## config.mk

```make
export PLATFORM = sky130hd
export DESIGN_NAME = sensor_moving_average_monitor_top_flat
export DESIGN_NICKNAME = d
export VERILOG_FILES = /design/src/rtl/smam_pkg.sv /design/src/rtl/smam_in_if.sv /design/src/rtl/smam_out_if.sv /design/src/rtl/smam_ram.sv /design/src/rtl/smam_window_store.sv /design/src/rtl/smam_avg_unit.sv /design/src/rtl/sensor_moving_average_monitor_top.sv /design/src/flat_wrapper.sv
export SDC_FILE = /design/constraint.sdc
export NUM_CORES = 2
export LEC_CHECK = 0
export BUFFER_PORTS_ARGS = -buffer_cell sky130_fd_sc_hd__buf_4
export CAP_MARGIN = 40
export CORE_AREA = 2 2 594 301
export DETAILED_ROUTE_END_ITERATION = 6
export DIE_AREA = 0 0 596 303
export PLACE_DENSITY_LB_ADDON = 0.08
export SYNTH_ARGS = -nofsm -noshare
export SYNTH_HDL_FRONTEND = slang
export SYNTH_SLANG_ARGS = --single-unit
```

## constraint.sdc

```tcl
create_clock -name clk -period 5.6 [get_ports clk]
set_input_delay 0.28 -clock clk [delete_from_list [all_inputs] [get_ports clk]]
set_output_delay 0.28 -clock clk [all_outputs]
set_load 0.01 [all_outputs]
```

## src/rtl/smam_pkg.sv

```systemverilog
// ----------------------------------------------------------------------------
// smam_pkg
// Shared constants, types and codes of the sensor moving average monitor.
// ----------------------------------------------------------------------------
package smam_pkg;

  localparam int MAX_SENSORS   = 16;
  localparam int WINDOW_LENGTH = 5;

  localparam int DATA_W    = 16;
  localparam int ID_W      = 16;
  localparam int ENTRY_W   = 2 * ID_W;
  localparam int IDX_W     = (MAX_SENSORS > 1) ? $clog2(MAX_SENSORS) : 1;
  localparam int CNT_W     = $clog2(MAX_SENSORS + 1);
  localparam int ROW_W     = WINDOW_LENGTH * DATA_W;
  localparam int SUM_W     = DATA_W + 1 + $clog2(WINDOW_LENGTH);
  localparam int WIN_CNT_W = (WINDOW_LENGTH > 1) ? $clog2(WINDOW_LENGTH) : 1;
  localparam int CFG_IDX_W = 1;

  localparam logic signed [DATA_W-1:0] MIN_TEMP_RST = 16'sd2560;
  localparam logic signed [DATA_W-1:0] MAX_TEMP_RST = 16'sd6400;

  typedef enum logic [1:0] {
    ST_ADDED   = 2'd0,
    ST_FULL    = 2'd1,
    ST_UNKNOWN = 2'd2,
    ST_APPLIED = 2'd3
  } status_t;

  typedef enum logic {
    KIND_MAP     = 1'b0,
    KIND_READING = 1'b1
  } kind_t;

  typedef enum logic [CFG_IDX_W-1:0] {
    REG_MIN_TEMP = 1'b0,
    REG_MAX_TEMP = 1'b1
  } cfg_reg_t;

  typedef enum logic [1:0] {
    MS_IDLE,
    MS_SEARCH,
    MS_AVG,
    MS_RESULT
  } mon_state_t;

  typedef enum logic [2:0] {
    AV_IDLE,
    AV_SUM,
    AV_ABS,
    AV_MUL,
    AV_FIX
  } avg_state_t;

  // fill writes a row and marks it valid, otherwise the row is marked empty
  typedef struct packed {
    logic             en;
    logic             fill;
    logic [IDX_W-1:0] addr;
    logic [ROW_W-1:0] row;
  } win_wr_t;

  typedef struct packed {
    logic                     done;
    logic signed [DATA_W-1:0] average;
  } avg_res_t;

endpackage

```

## src/rtl/smam_in_if.sv

```systemverilog
// ----------------------------------------------------------------------------
// smam_in_if
// Input channel: map entries and temperature readings.
// ----------------------------------------------------------------------------
interface smam_in_if;
  import smam_pkg::*;

  logic                     valid;
  logic                     ready;
  logic                     kind;
  logic [ID_W-1:0]          dev_id;
  logic [ID_W-1:0]          room_id;
  logic signed [DATA_W-1:0] temperature;

  modport source (
    output valid, kind, dev_id, room_id, temperature,
    input  ready
  );

  modport sink (
    input  valid, kind, dev_id, room_id, temperature,
    output ready
  );

endinterface

```

## src/rtl/smam_out_if.sv

```systemverilog
// ----------------------------------------------------------------------------
// smam_out_if
// Output channel: one result per input transaction.
// ----------------------------------------------------------------------------
interface smam_out_if;
  import smam_pkg::*;

  logic                     valid;
  logic                     ready;
  logic [1:0]               status;
  logic [ID_W-1:0]          room;
  logic signed [DATA_W-1:0] average;
  logic                     too_cold;
  logic                     too_hot;

  modport source (
    output valid, status, room, average, too_cold, too_hot,
    input  ready
  );

  modport sink (
    input  valid, status, room, average, too_cold, too_hot,
    output ready
  );

endinterface

```

## src/rtl/smam_ram.sv

```systemverilog
// ----------------------------------------------------------------------------
// smam_ram
// Simple dual-port synchronous RAM, one write and one registered read port.
// ----------------------------------------------------------------------------
module smam_ram #(
  parameter  int WIDTH  = 16,
  parameter  int DEPTH  = 16,
  localparam int ADDR_W = (DEPTH > 1) ? $clog2(DEPTH) : 1
) (
  input  logic              clk,
  input  logic              we,
  input  logic [ADDR_W-1:0] waddr,
  input  logic [WIDTH-1:0]  wdata,
  input  logic [ADDR_W-1:0] raddr,
  output logic [WIDTH-1:0]  rdata
);

  logic [WIDTH-1:0] mem [DEPTH];

  always_ff @(posedge clk) begin
    if (we) begin
      mem[waddr] <= wdata;
    end
  end

  always_ff @(posedge clk) begin
    rdata <= mem[raddr];
  end

endmodule

```

## src/rtl/smam_window_store.sv

```systemverilog
// ----------------------------------------------------------------------------
// smam_window_store
// Reading windows, one row per sensor, with per-row valid bits so that a
// row not yet written reads as all zero.
// ----------------------------------------------------------------------------
module smam_window_store (
  input  logic                    clk,
  input  logic                    rst,
  input  smam_pkg::win_wr_t       wr,
  input  logic [smam_pkg::IDX_W-1:0] raddr,
  output logic [smam_pkg::ROW_W-1:0] rdata
);
  import smam_pkg::*;

  logic [MAX_SENSORS-1:0] row_valid;
  logic                   rd_valid;
  logic [ROW_W-1:0]       ram_rdata;

  smam_ram #(
    .WIDTH (ROW_W),
    .DEPTH (MAX_SENSORS)
  ) u_ram (
    .clk   (clk),
    .we    (wr.en && wr.fill),
    .waddr (wr.addr),
    .wdata (wr.row),
    .raddr (raddr),
    .rdata (ram_rdata)
  );

  always_ff @(posedge clk) begin
    if (rst) begin
      row_valid <= '0;
    end else if (wr.en) begin
      row_valid[wr.addr] <= wr.fill;
    end
  end

  always_ff @(posedge clk) begin
    if (rst) begin
      rd_valid <= 1'b0;
    end else begin
      rd_valid <= row_valid[raddr];
    end
  end

  assign rdata = rd_valid ? ram_rdata : '0;

endmodule

```

## src/rtl/smam_avg_unit.sv

```systemverilog
// ----------------------------------------------------------------------------
// smam_avg_unit
// Window sum over one element per cycle, then division by the window length
// through a reciprocal multiply and a one-step correction, toward zero.
// ----------------------------------------------------------------------------
module smam_avg_unit (
  input  logic                       clk,
  input  logic                       rst,
  input  logic                       start,
  input  logic [smam_pkg::ROW_W-1:0] row,
  output smam_pkg::avg_res_t         res
);
  import smam_pkg::*;

  localparam int ABS_W   = SUM_W;
  localparam int RECIP_W = ABS_W + 1;
  localparam int PROD_W  = ABS_W + RECIP_W;
  localparam int WL_W    = $clog2(WINDOW_LENGTH + 1);
  localparam int REM_W   = ABS_W + WL_W;
  localparam logic [RECIP_W-1:0] RECIP = RECIP_W'((2 ** ABS_W) / WINDOW_LENGTH);
  localparam logic [WL_W-1:0]    WL    = WL_W'(WINDOW_LENGTH);

  avg_state_t state, state_next;

  logic [ROW_W-1:0]         shreg;
  logic [WIN_CNT_W-1:0]     cnt;
  logic signed [SUM_W-1:0]  acc;
  logic                     neg;
  logic [ABS_W-1:0]         mag;
  logic [ABS_W-1:0]         quot;
  logic signed [DATA_W-1:0] average;
  logic                     done;

  logic [PROD_W-1:0] mul_full;
  logic [REM_W-1:0]  back_prod;
  logic [REM_W-1:0]  rem;
  logic [ABS_W-1:0]  q_fix;
  logic [ABS_W-1:0]  q_signed;
  logic              sum_last;

  assign sum_last  = (cnt == WIN_CNT_W'(WINDOW_LENGTH - 1));
  assign mul_full  = PROD_W'(mag) * PROD_W'(RECIP);
  assign back_prod = REM_W'(quot) * REM_W'(WL);
  assign rem       = REM_W'(mag) - back_prod;
  assign q_fix     = (rem >= REM_W'(WINDOW_LENGTH)) ? quot + ABS_W'(1) : quot;
  assign q_signed  = neg ? (~q_fix + ABS_W'(1)) : q_fix;

  always_ff @(posedge clk) begin
    if (rst) begin
      state <= AV_IDLE;
      done  <= 1'b0;
    end else begin
      state <= state_next;
      done  <= (state == AV_FIX);
    end
  end

  always_comb begin
    state_next = state;
    unique case (state)
      AV_IDLE: if (start) state_next = AV_SUM;
      AV_SUM:  if (sum_last) state_next = AV_ABS;
      AV_ABS:  state_next = AV_MUL;
      AV_MUL:  state_next = AV_FIX;
      AV_FIX:  state_next = AV_IDLE;
      default: state_next = AV_IDLE;
    endcase
  end

  always_ff @(posedge clk) begin
    unique case (state)
      AV_IDLE: begin
        if (start) begin
          shreg <= row;
          acc   <= '0;
          cnt   <= '0;
        end
      end
      AV_SUM: begin
        acc   <= acc + SUM_W'($signed(shreg[DATA_W-1:0]));
        shreg <= shreg >> DATA_W;
        cnt   <= cnt + WIN_CNT_W'(1);
      end
      AV_ABS: begin
        neg <= acc[SUM_W-1];
        mag <= acc[SUM_W-1] ? ABS_W'(-acc) : ABS_W'(acc);
      end
      AV_MUL: begin
        quot <= mul_full[PROD_W-2:ABS_W];
      end
      AV_FIX: begin
        average <= $signed(q_signed[DATA_W-1:0]);
      end
      default: begin
      end
    endcase
  end

  assign res.done    = done;
  assign res.average = average;

endmodule

```

## src/rtl/sensor_moving_average_monitor_top.sv

```systemverilog
// ----------------------------------------------------------------------------
// sensor_moving_average_monitor_top
// Sensor table with per-sensor reading windows and average threshold flags.
//
//   channel  dir  handshake      payload
//   in_ch    in   valid/ready    kind, dev_id, room_id, temperature
//   out_ch   out  valid/ready    status, room, average, too_cold, too_hot
//   cfg      in   cfg_we         cfg_index, cfg_data
//
// one transaction at a time; a map item goes from idle straight to its result
// a reading searches the table, then averages, then gives its result: the table
// search reads one entry per cycle, the sum one window element per cycle
// an unknown id searches every filled entry, then goes to its result
// synchronous reset clears the table fill count and all window valid bits
// a held result lets one more transaction run up to its result, then input stalls
// ----------------------------------------------------------------------------
module sensor_moving_average_monitor_top (
  input  logic                           clk,
  input  logic                           rst,
  smam_in_if.sink                        in_ch,
  smam_out_if.source                     out_ch,
  input  logic                           cfg_we,
  input  logic [smam_pkg::CFG_IDX_W-1:0] cfg_index,
  input  logic [smam_pkg::DATA_W-1:0]    cfg_data
);
  import smam_pkg::*;

  mon_state_t state, state_next;

  logic [CNT_W-1:0]         entry_count;
  logic [IDX_W-1:0]         idx;
  logic [ID_W-1:0]          sid;
  logic [DATA_W-1:0]        temp;
  status_t                  res_status;
  logic [ID_W-1:0]          res_room;
  logic signed [DATA_W-1:0] res_avg;
  logic                     res_full;
  logic signed [DATA_W-1:0] min_temp;
  logic signed [DATA_W-1:0] max_temp;

  logic                     out_valid;
  status_t                  out_status;
  logic [ID_W-1:0]          out_room;
  logic signed [DATA_W-1:0] out_average;
  logic                     out_cold;
  logic                     out_hot;

  logic              in_accept;
  logic              count_full;
  logic              match;
  logic              last;
  logic              applied;
  logic              out_free;
  logic              id_we;
  logic [IDX_W-1:0]  rd_addr;
  logic [ENTRY_W-1:0] id_rdata;
  logic [ROW_W-1:0]  win_rdata;
  logic [ROW_W-1:0]  new_row;
  win_wr_t           win_wr;
  logic              avg_start;
  avg_res_t          avg_res;

  smam_ram #(
    .WIDTH (ENTRY_W),
    .DEPTH (MAX_SENSORS)
  ) u_id_ram (
    .clk   (clk),
    .we    (id_we),
    .waddr (entry_count[IDX_W-1:0]),
    .wdata ({in_ch.dev_id, in_ch.room_id}),
    .raddr (rd_addr),
    .rdata (id_rdata)
  );

  smam_window_store u_windows (
    .clk   (clk),
    .rst   (rst),
    .wr    (win_wr),
    .raddr (rd_addr),
    .rdata (win_rdata)
  );

  smam_avg_unit u_avg (
    .clk   (clk),
    .rst   (rst),
    .start (avg_start),
    .row   (new_row),
    .res   (avg_res)
  );

  assign in_accept  = in_ch.valid && in_ch.ready;
  assign in_ch.ready = (state == MS_IDLE);
  assign count_full = (entry_count >= CNT_W'(MAX_SENSORS));
  assign match      = (id_rdata[ENTRY_W-1:ID_W] == sid);
  assign last       = ((CNT_W'(idx) + CNT_W'(1)) >= entry_count);
  assign new_row    = (win_rdata >> DATA_W) | (ROW_W'(temp) << (ROW_W - DATA_W));
  assign applied    = (res_status == ST_APPLIED);
  assign out_free   = !out_valid || out_ch.ready;

  always_ff @(posedge clk) begin
    if (rst) begin
      state <= MS_IDLE;
    end else begin
      state <= state_next;
    end
  end

  always_comb begin
    state_next = state;
    id_we      = 1'b0;
    rd_addr    = '0;
    avg_start  = 1'b0;
    win_wr     = '0;
    unique case (state)
      MS_IDLE: begin
        if (in_accept) begin
          if (kind_t'(in_ch.kind) == KIND_MAP) begin
            if (!count_full) begin
              id_we       = 1'b1;
              win_wr.en   = 1'b1;
              win_wr.addr = entry_count[IDX_W-1:0];
            end
            state_next = MS_RESULT;
          end else if (entry_count == '0) begin
            state_next = MS_RESULT;
          end else begin
            state_next = MS_SEARCH;
          end
        end
      end
      MS_SEARCH: begin
        if (match) begin
          win_wr.en   = 1'b1;
          win_wr.fill = 1'b1;
          win_wr.addr = idx;
          win_wr.row  = new_row;
          avg_start   = 1'b1;
          state_next  = MS_AVG;
        end else if (last) begin
          state_next = MS_RESULT;
        end else begin
          rd_addr = idx + IDX_W'(1);
        end
      end
      MS_AVG: begin
        if (avg_res.done) state_next = MS_RESULT;
      end
      MS_RESULT: begin
        if (out_free) state_next = MS_IDLE;
      end
      default: state_next = MS_IDLE;
    endcase
  end

  always_ff @(posedge clk) begin
    if (rst) begin
      entry_count <= '0;
      idx         <= '0;
    end else begin
      unique case (state)
        MS_IDLE: begin
          if (in_accept) begin
            idx <= '0;
            if (kind_t'(in_ch.kind) == KIND_MAP && !count_full) begin
              entry_count <= entry_count + CNT_W'(1);
            end
          end
        end
        MS_SEARCH: begin
          if (!match && !last) idx <= idx + IDX_W'(1);
        end
        default: begin
        end
      endcase
    end
  end

  always_ff @(posedge clk) begin
    unique case (state)
      MS_IDLE: begin
        if (in_accept) begin
          sid  <= in_ch.dev_id;
          temp <= in_ch.temperature;
          if (kind_t'(in_ch.kind) == KIND_MAP) begin
            res_status <= count_full ? ST_FULL : ST_ADDED;
          end else begin
            res_status <= ST_UNKNOWN;
          end
        end
      end
      MS_SEARCH: begin
        if (match) begin
          res_room <= id_rdata[ID_W-1:0];
          res_full <= (new_row[DATA_W-1:0] != '0);
        end
      end
      MS_AVG: begin
        if (avg_res.done) begin
          res_avg    <= avg_res.average;
          res_status <= ST_APPLIED;
        end
      end
      default: begin
      end
    endcase
  end

  // output register
  always_ff @(posedge clk) begin
    if (rst) begin
      out_valid <= 1'b0;
    end else if (state == MS_RESULT && out_free) begin
      out_valid <= 1'b1;
    end else if (out_ch.ready) begin
      out_valid <= 1'b0;
    end
  end

  always_ff @(posedge clk) begin
    if (state == MS_RESULT && out_free) begin
      out_status  <= res_status;
      out_room    <= applied ? res_room : '0;
      out_average <= applied ? res_avg : '0;
      out_cold    <= applied && res_full && (res_avg < min_temp);
      out_hot     <= applied && res_full && (res_avg > max_temp);
    end
  end

  assign out_ch.valid    = out_valid;
  assign out_ch.status   = out_status;
  assign out_ch.room     = out_room;
  assign out_ch.average  = out_average;
  assign out_ch.too_cold = out_cold;
  assign out_ch.too_hot  = out_hot;

  always_ff @(posedge clk) begin
    if (rst) begin
      min_temp <= MIN_TEMP_RST;
      max_temp <= MAX_TEMP_RST;
    end else if (cfg_we) begin
      unique case (cfg_reg_t'(cfg_index))
        REG_MIN_TEMP: min_temp <= $signed(cfg_data);
        REG_MAX_TEMP: max_temp <= $signed(cfg_data);
        default: begin
        end
      endcase
    end
  end

  a_count_bound: assert property (@(posedge clk) disable iff (rst)
    entry_count <= CNT_W'(MAX_SENSORS))
    else $error("entry count above table size");

  a_search_in_table: assert property (@(posedge clk) disable iff (rst)
    state == MS_SEARCH |-> CNT_W'(idx) < entry_count)
    else $error("search beyond filled entries");

  a_avg_done_state: assert property (@(posedge clk) disable iff (rst)
    avg_res.done |-> state == MS_AVG)
    else $error("average result outside average wait");

  a_no_data_unless_applied: assert property (@(posedge clk) disable iff (rst)
    out_valid && out_status != ST_APPLIED |->
      out_room == '0 && out_average == '0 && !out_cold && !out_hot)
    else $error("result data on a non-reading transaction");

endmodule

```

## src/flat_wrapper.sv

```systemverilog
// flat-port wrapper written by rule: the top's interface ports become plain ports
module sensor_moving_average_monitor_top_flat import smam_pkg::*;
  (clk, rst, cfg_we, cfg_index, cfg_data, in_ch_valid, in_ch_kind, in_ch_dev_id, in_ch_room_id, in_ch_temperature, in_ch_ready, out_ch_valid, out_ch_status, out_ch_room, out_ch_average, out_ch_too_cold, out_ch_too_hot, out_ch_ready);
  smam_in_if in_ch_i ();
  smam_out_if out_ch_i ();
  input  logic clk;
  input  logic rst;
  input  logic cfg_we;
  input  logic [smam_pkg::CFG_IDX_W-1:0] cfg_index;
  input  logic [smam_pkg::DATA_W-1:0] cfg_data;
  input wire logic [$bits(in_ch_i.valid)-1:0] in_ch_valid;
  input wire logic [$bits(in_ch_i.kind)-1:0] in_ch_kind;
  input wire logic [$bits(in_ch_i.dev_id)-1:0] in_ch_dev_id;
  input wire logic [$bits(in_ch_i.room_id)-1:0] in_ch_room_id;
  input wire logic [$bits(in_ch_i.temperature)-1:0] in_ch_temperature;
  output wire logic [$bits(in_ch_i.ready)-1:0] in_ch_ready;
  output wire logic [$bits(out_ch_i.valid)-1:0] out_ch_valid;
  output wire logic [$bits(out_ch_i.status)-1:0] out_ch_status;
  output wire logic [$bits(out_ch_i.room)-1:0] out_ch_room;
  output wire logic [$bits(out_ch_i.average)-1:0] out_ch_average;
  output wire logic [$bits(out_ch_i.too_cold)-1:0] out_ch_too_cold;
  output wire logic [$bits(out_ch_i.too_hot)-1:0] out_ch_too_hot;
  input wire logic [$bits(out_ch_i.ready)-1:0] out_ch_ready;
  assign in_ch_i.valid = in_ch_valid;
  assign in_ch_i.kind = in_ch_kind;
  assign in_ch_i.dev_id = in_ch_dev_id;
  assign in_ch_i.room_id = in_ch_room_id;
  assign in_ch_i.temperature = in_ch_temperature;
  assign in_ch_ready = in_ch_i.ready;
  assign out_ch_valid = out_ch_i.valid;
  assign out_ch_status = out_ch_i.status;
  assign out_ch_room = out_ch_i.room;
  assign out_ch_average = out_ch_i.average;
  assign out_ch_too_cold = out_ch_i.too_cold;
  assign out_ch_too_hot = out_ch_i.too_hot;
  assign out_ch_i.ready = out_ch_ready;
  sensor_moving_average_monitor_top u_core (.clk(clk), .rst(rst), .in_ch(in_ch_i), .out_ch(out_ch_i), .cfg_we(cfg_we), .cfg_index(cfg_index), .cfg_data(cfg_data));
endmodule
```

==> reports/metrics.csv <==
metric;value;unit
pwr-share-comb;6.1;%
clockPowerShare;40.2;%
rsz0062_at_grt;true;
place_area;0.09129;mm²
synth.avg_cell_area;15.02;µm²
synth_area_leader_cell;edfxtp_1;
cts_buffers;174;
initial_core_util;48.75;%
cts-root-buf;clkbuf_16;
worst_pin_slew;1.154;ns
synth_nets;6165;
cp_max_fo;3;
fin_worst_skew;0.04736;ns
design_area;0.09801;mm²
start_kind;flop;
grt_pass1_wl;331300;µm
finalCritPeriodShare;105.6;%
tns;-1.946;ns
dp_hpwl;139800;µm
critPathBufInv;2;
io_pins;109;
vias;49375;
crit_top_cell;fa_1;
synth_flop_cell;edfxtp_1;
ant_nets;0;
hold_violations;0;
overflow;0;
cts_sinks;1958;
ys_warn_count;0;
yosysSeqAreaShare;66.89;%
syn-cell-area;0.08549;mm²
areaGrowthSynthToFinish;14.64;%
drc_errors;0;
synth_top_area_share;63.12;%
clock_path_buffers;4;
drt_iter0_markers;5028;
cp_slowest_cell;fa_1;
p_seq_share;53.7;%
crit_type;reg2reg;
die-height;303;µm
cellPowerDensity;308.0;mW/mm²
core_area;0.1754;mm²
switching_share;21.80;%
fill_cells;13977;
grtUsageTotal;24.99;%
viasPerCell;5.792;
grt_max_degree;140;
routedWlPerCell;26.47;µm
postSynth.asyncResetShare;0;%
status;complete, but fails checks;
ys_ff_latch;1958;
antenna_found_initial;5;
worst_slack;-0.3159;ns
nets;6528;
synth_cell_types;88;
place.port_buffers;108;
cts.clk_slew.worst_paths;0.07;ns
p_int;23.60;mW
synth_edf_count;1797;
synth_area_leaders;edfxtp_1, mux4_2, ha_1;
hp-class;in2reg;
clkLatencyLatePin;0.82;ns
maxCapViolCount;0;
drtPass1Iterations;5;
final-max-slew-violation-count;0;
fmax;169.0;MHz
path_delay_family;adder cells;
p_leak;34.67;nW
drive_above_1_share;18.86;%
std_cell_rows;109;
finalWirelength;225600;µm
violations;setup timing;
critPathCaptureType;flop;
critPathArrivalTime;6.43;ns
grt_pass1_vias;47999;
p_sw;6.579;mW
slowest_delay;0.55;ns
period_minus_slack;5.916;ns
cp_cell_sequence;ha_4 > fa_1 > inv_1 > fa_1 > fa_1 > fa_1 > fa_1 > inv_1 > ha_1 > a21o_1 > a21oi_2 > o21ai_2 > o21a_2 > o311ai_4 > a211oi_4 > or3_4 > a21oi_2 > xnor2_1;
cts_tree;built;
critPathRequiredTime;6.12;ns
vdd.ir_drop.worst;239.1;µV
setup_violations;11;
gp_congestion;0.8873;
die_area;0.1806;mm²
slew_headroom;23.07;%
synthCells;5691;
h-tree-depth;4;
die_x;596;µm
state kept, by name (all words and copies together) (netlist names), 5 cells and up:
| register | count |
|---|---|
| u_core.u_avg.mag | 20 |
| u_core.u_avg.quot | 18 |
| u_core.u_avg.shreg | 80 |
| u_core.max_temp | 16 |
| u_core.u_avg.acc | 20 |
| u_core.min_temp | 16 |
| u_core.sid | 16 |
| u_core.temp | 16 |
| u_core.out_ch.room | 16 |
| u_core.res_room | 16 |
| u_core.u_windows.u_ram.rdata | 64 |
| u_core.u_windows.u_ram.mem | 1024 |
| u_core.u_avg.average | 16 |
| u_core.out_ch.average | 16 |
| u_core.u_id_ram.rdata | 32 |
| u_core.entry_count | 5 |
| u_core.u_id_ram.mem | 512 |
| u_core.u_windows.row_valid | 16 |
| u_core.res_avg | 16 |
stage by stage:
step	setup WS, ns	utilization (%)	hold slack [ns]	instances	power [mW]
after CTS	-0.3152	55.70	0.04094	8505	30.39
after global routing	-0.5187	55.88	0.07388	8522	31.12
after floorplan	-0.006225	-	0.3789	5691	17.58
after global placement	-0.3373	51.85	0.3869	8089	18.27
final	-0.3159	55.88	0.08437	8524	30.18
after detailed placement	-0.3655	52.05	0.3887	8118	18.30
logic make-up (layout without fill, tap and decap cells):
kind of cell	after synthesis	count (layout)	synth area share [%]
xor+xnor	96	96	1.005
buf+inv	651	1148	2.905
simple gates	1145	1145	5.864
mux	597	597	10.14
fa+ha+maj	403	403	7.163
other cells	0	5	0
compound gates	841	841	6.037
flops	1958	1958	66.89
layout make-up:
type	instances	area, µm²	share of cell area [%]
diodes	5	12.51	0.01277
clock buffers	262	4957	5.058
clock inverters	48	656.9	0.6703
inverters	352	1335	1.362
multi-input cells	3082	26400	26.94
flip-flops and latches	1958	57190	58.36
well taps	2331	2917	2.976
repair buffers	486	4531	4.623
layout by cell type (no fill, tap or decap), drive strengths merged, types with 27 or more instances in the layout:
cell / synthesis / final
buf: 50 / 419
mux2i: 205 / 205
a21o: 30 / 30
clkinv: 1 / 27
mux4: 195 / 195
xnor2: 72 / 72
clkbuf: 249 / 262
nand3: 43 / 43
a31oi: 200 / 200
dfxtp: 161 / 161
o21ai: 111 / 111
a211oi: 107 / 107
nor2: 558 / 558
fa: 144 / 144
edfxtp: 1797 / 1797
and3: 59 / 59
and2: 27 / 27
dlygate4sd3: 0 / 67
a21oi: 302 / 302
mux2: 197 / 197
nor3: 40 / 40
nand2: 293 / 293
inv: 351 / 355
ha: 259 / 259
cells in the mapped netlist, types with 22 or more instances:
library cell / count
edfxtp_1: 1797
nor2_1: 557
inv_1: 350
a21oi_1: 301
nand2_1: 293
ha_1: 259
clkbuf_1: 249
mux2i_1: 205
a31oi_1: 200
mux2_2: 196
mux4_2: 195
dfxtp_1: 161
fa_1: 144
a211oi_1: 107
o21ai_0: 107
xnor2_1: 72
and3_1: 59
nand3_1: 43
nor3_1: 39
a21o_1: 30
and2_1: 27
buf_2: 26
nand2b_1: 26
buf_1: 23
xor2_1: 23
nor2b_1: 22
timing repair:
action	4_1_cts	5_1_grt
hold endpoints to repair	581	0
gates resized for setup	10	39
hold buffers	67	0
buffers inserted	12	6
pin swaps	21	17
setup endpoints to repair	10	20
worst paths after layout:
check                          endpoint  cells past startpoint                       from  slack, ns
hold reg to reg     u_core.res_room[10]                      0  u_core.u_id_ram.rdata[10]       0.40
setup reg to reg  u_core.u_avg.quot[14]                     18        u_core.u_avg.mag[3]      -0.32
hold / removal      u_core.min_temp[12]                      2                        rst       0.08
setup / recovery  u_core.u_avg.quot[14]                     18        u_core.u_avg.mag[3]      -0.32
power by group through the flow:
stage | clock [mW] | sequential, mW | combinational [mW]
6_report | 12.1 | 16.2 | 1.83
5_1_grt | 13.0 | 16.2 | 1.95
4_1_cts | 12.4 | 16.2 | 1.82
3_5_place_dp | 0 | 16.5 | 1.78
3_3_place_gp | 0 | 16.5 | 1.75
2_1_floorplan | 0 | 16.4 | 1.15
layer usage:
layer	GRT usage [%]	wire length [µm]
met3	6.090	20870
met1	41.51	112800
met2	33.20	88990
met4	3.858	2946
met5	0	0
Power figures use the tool's default switching activity.
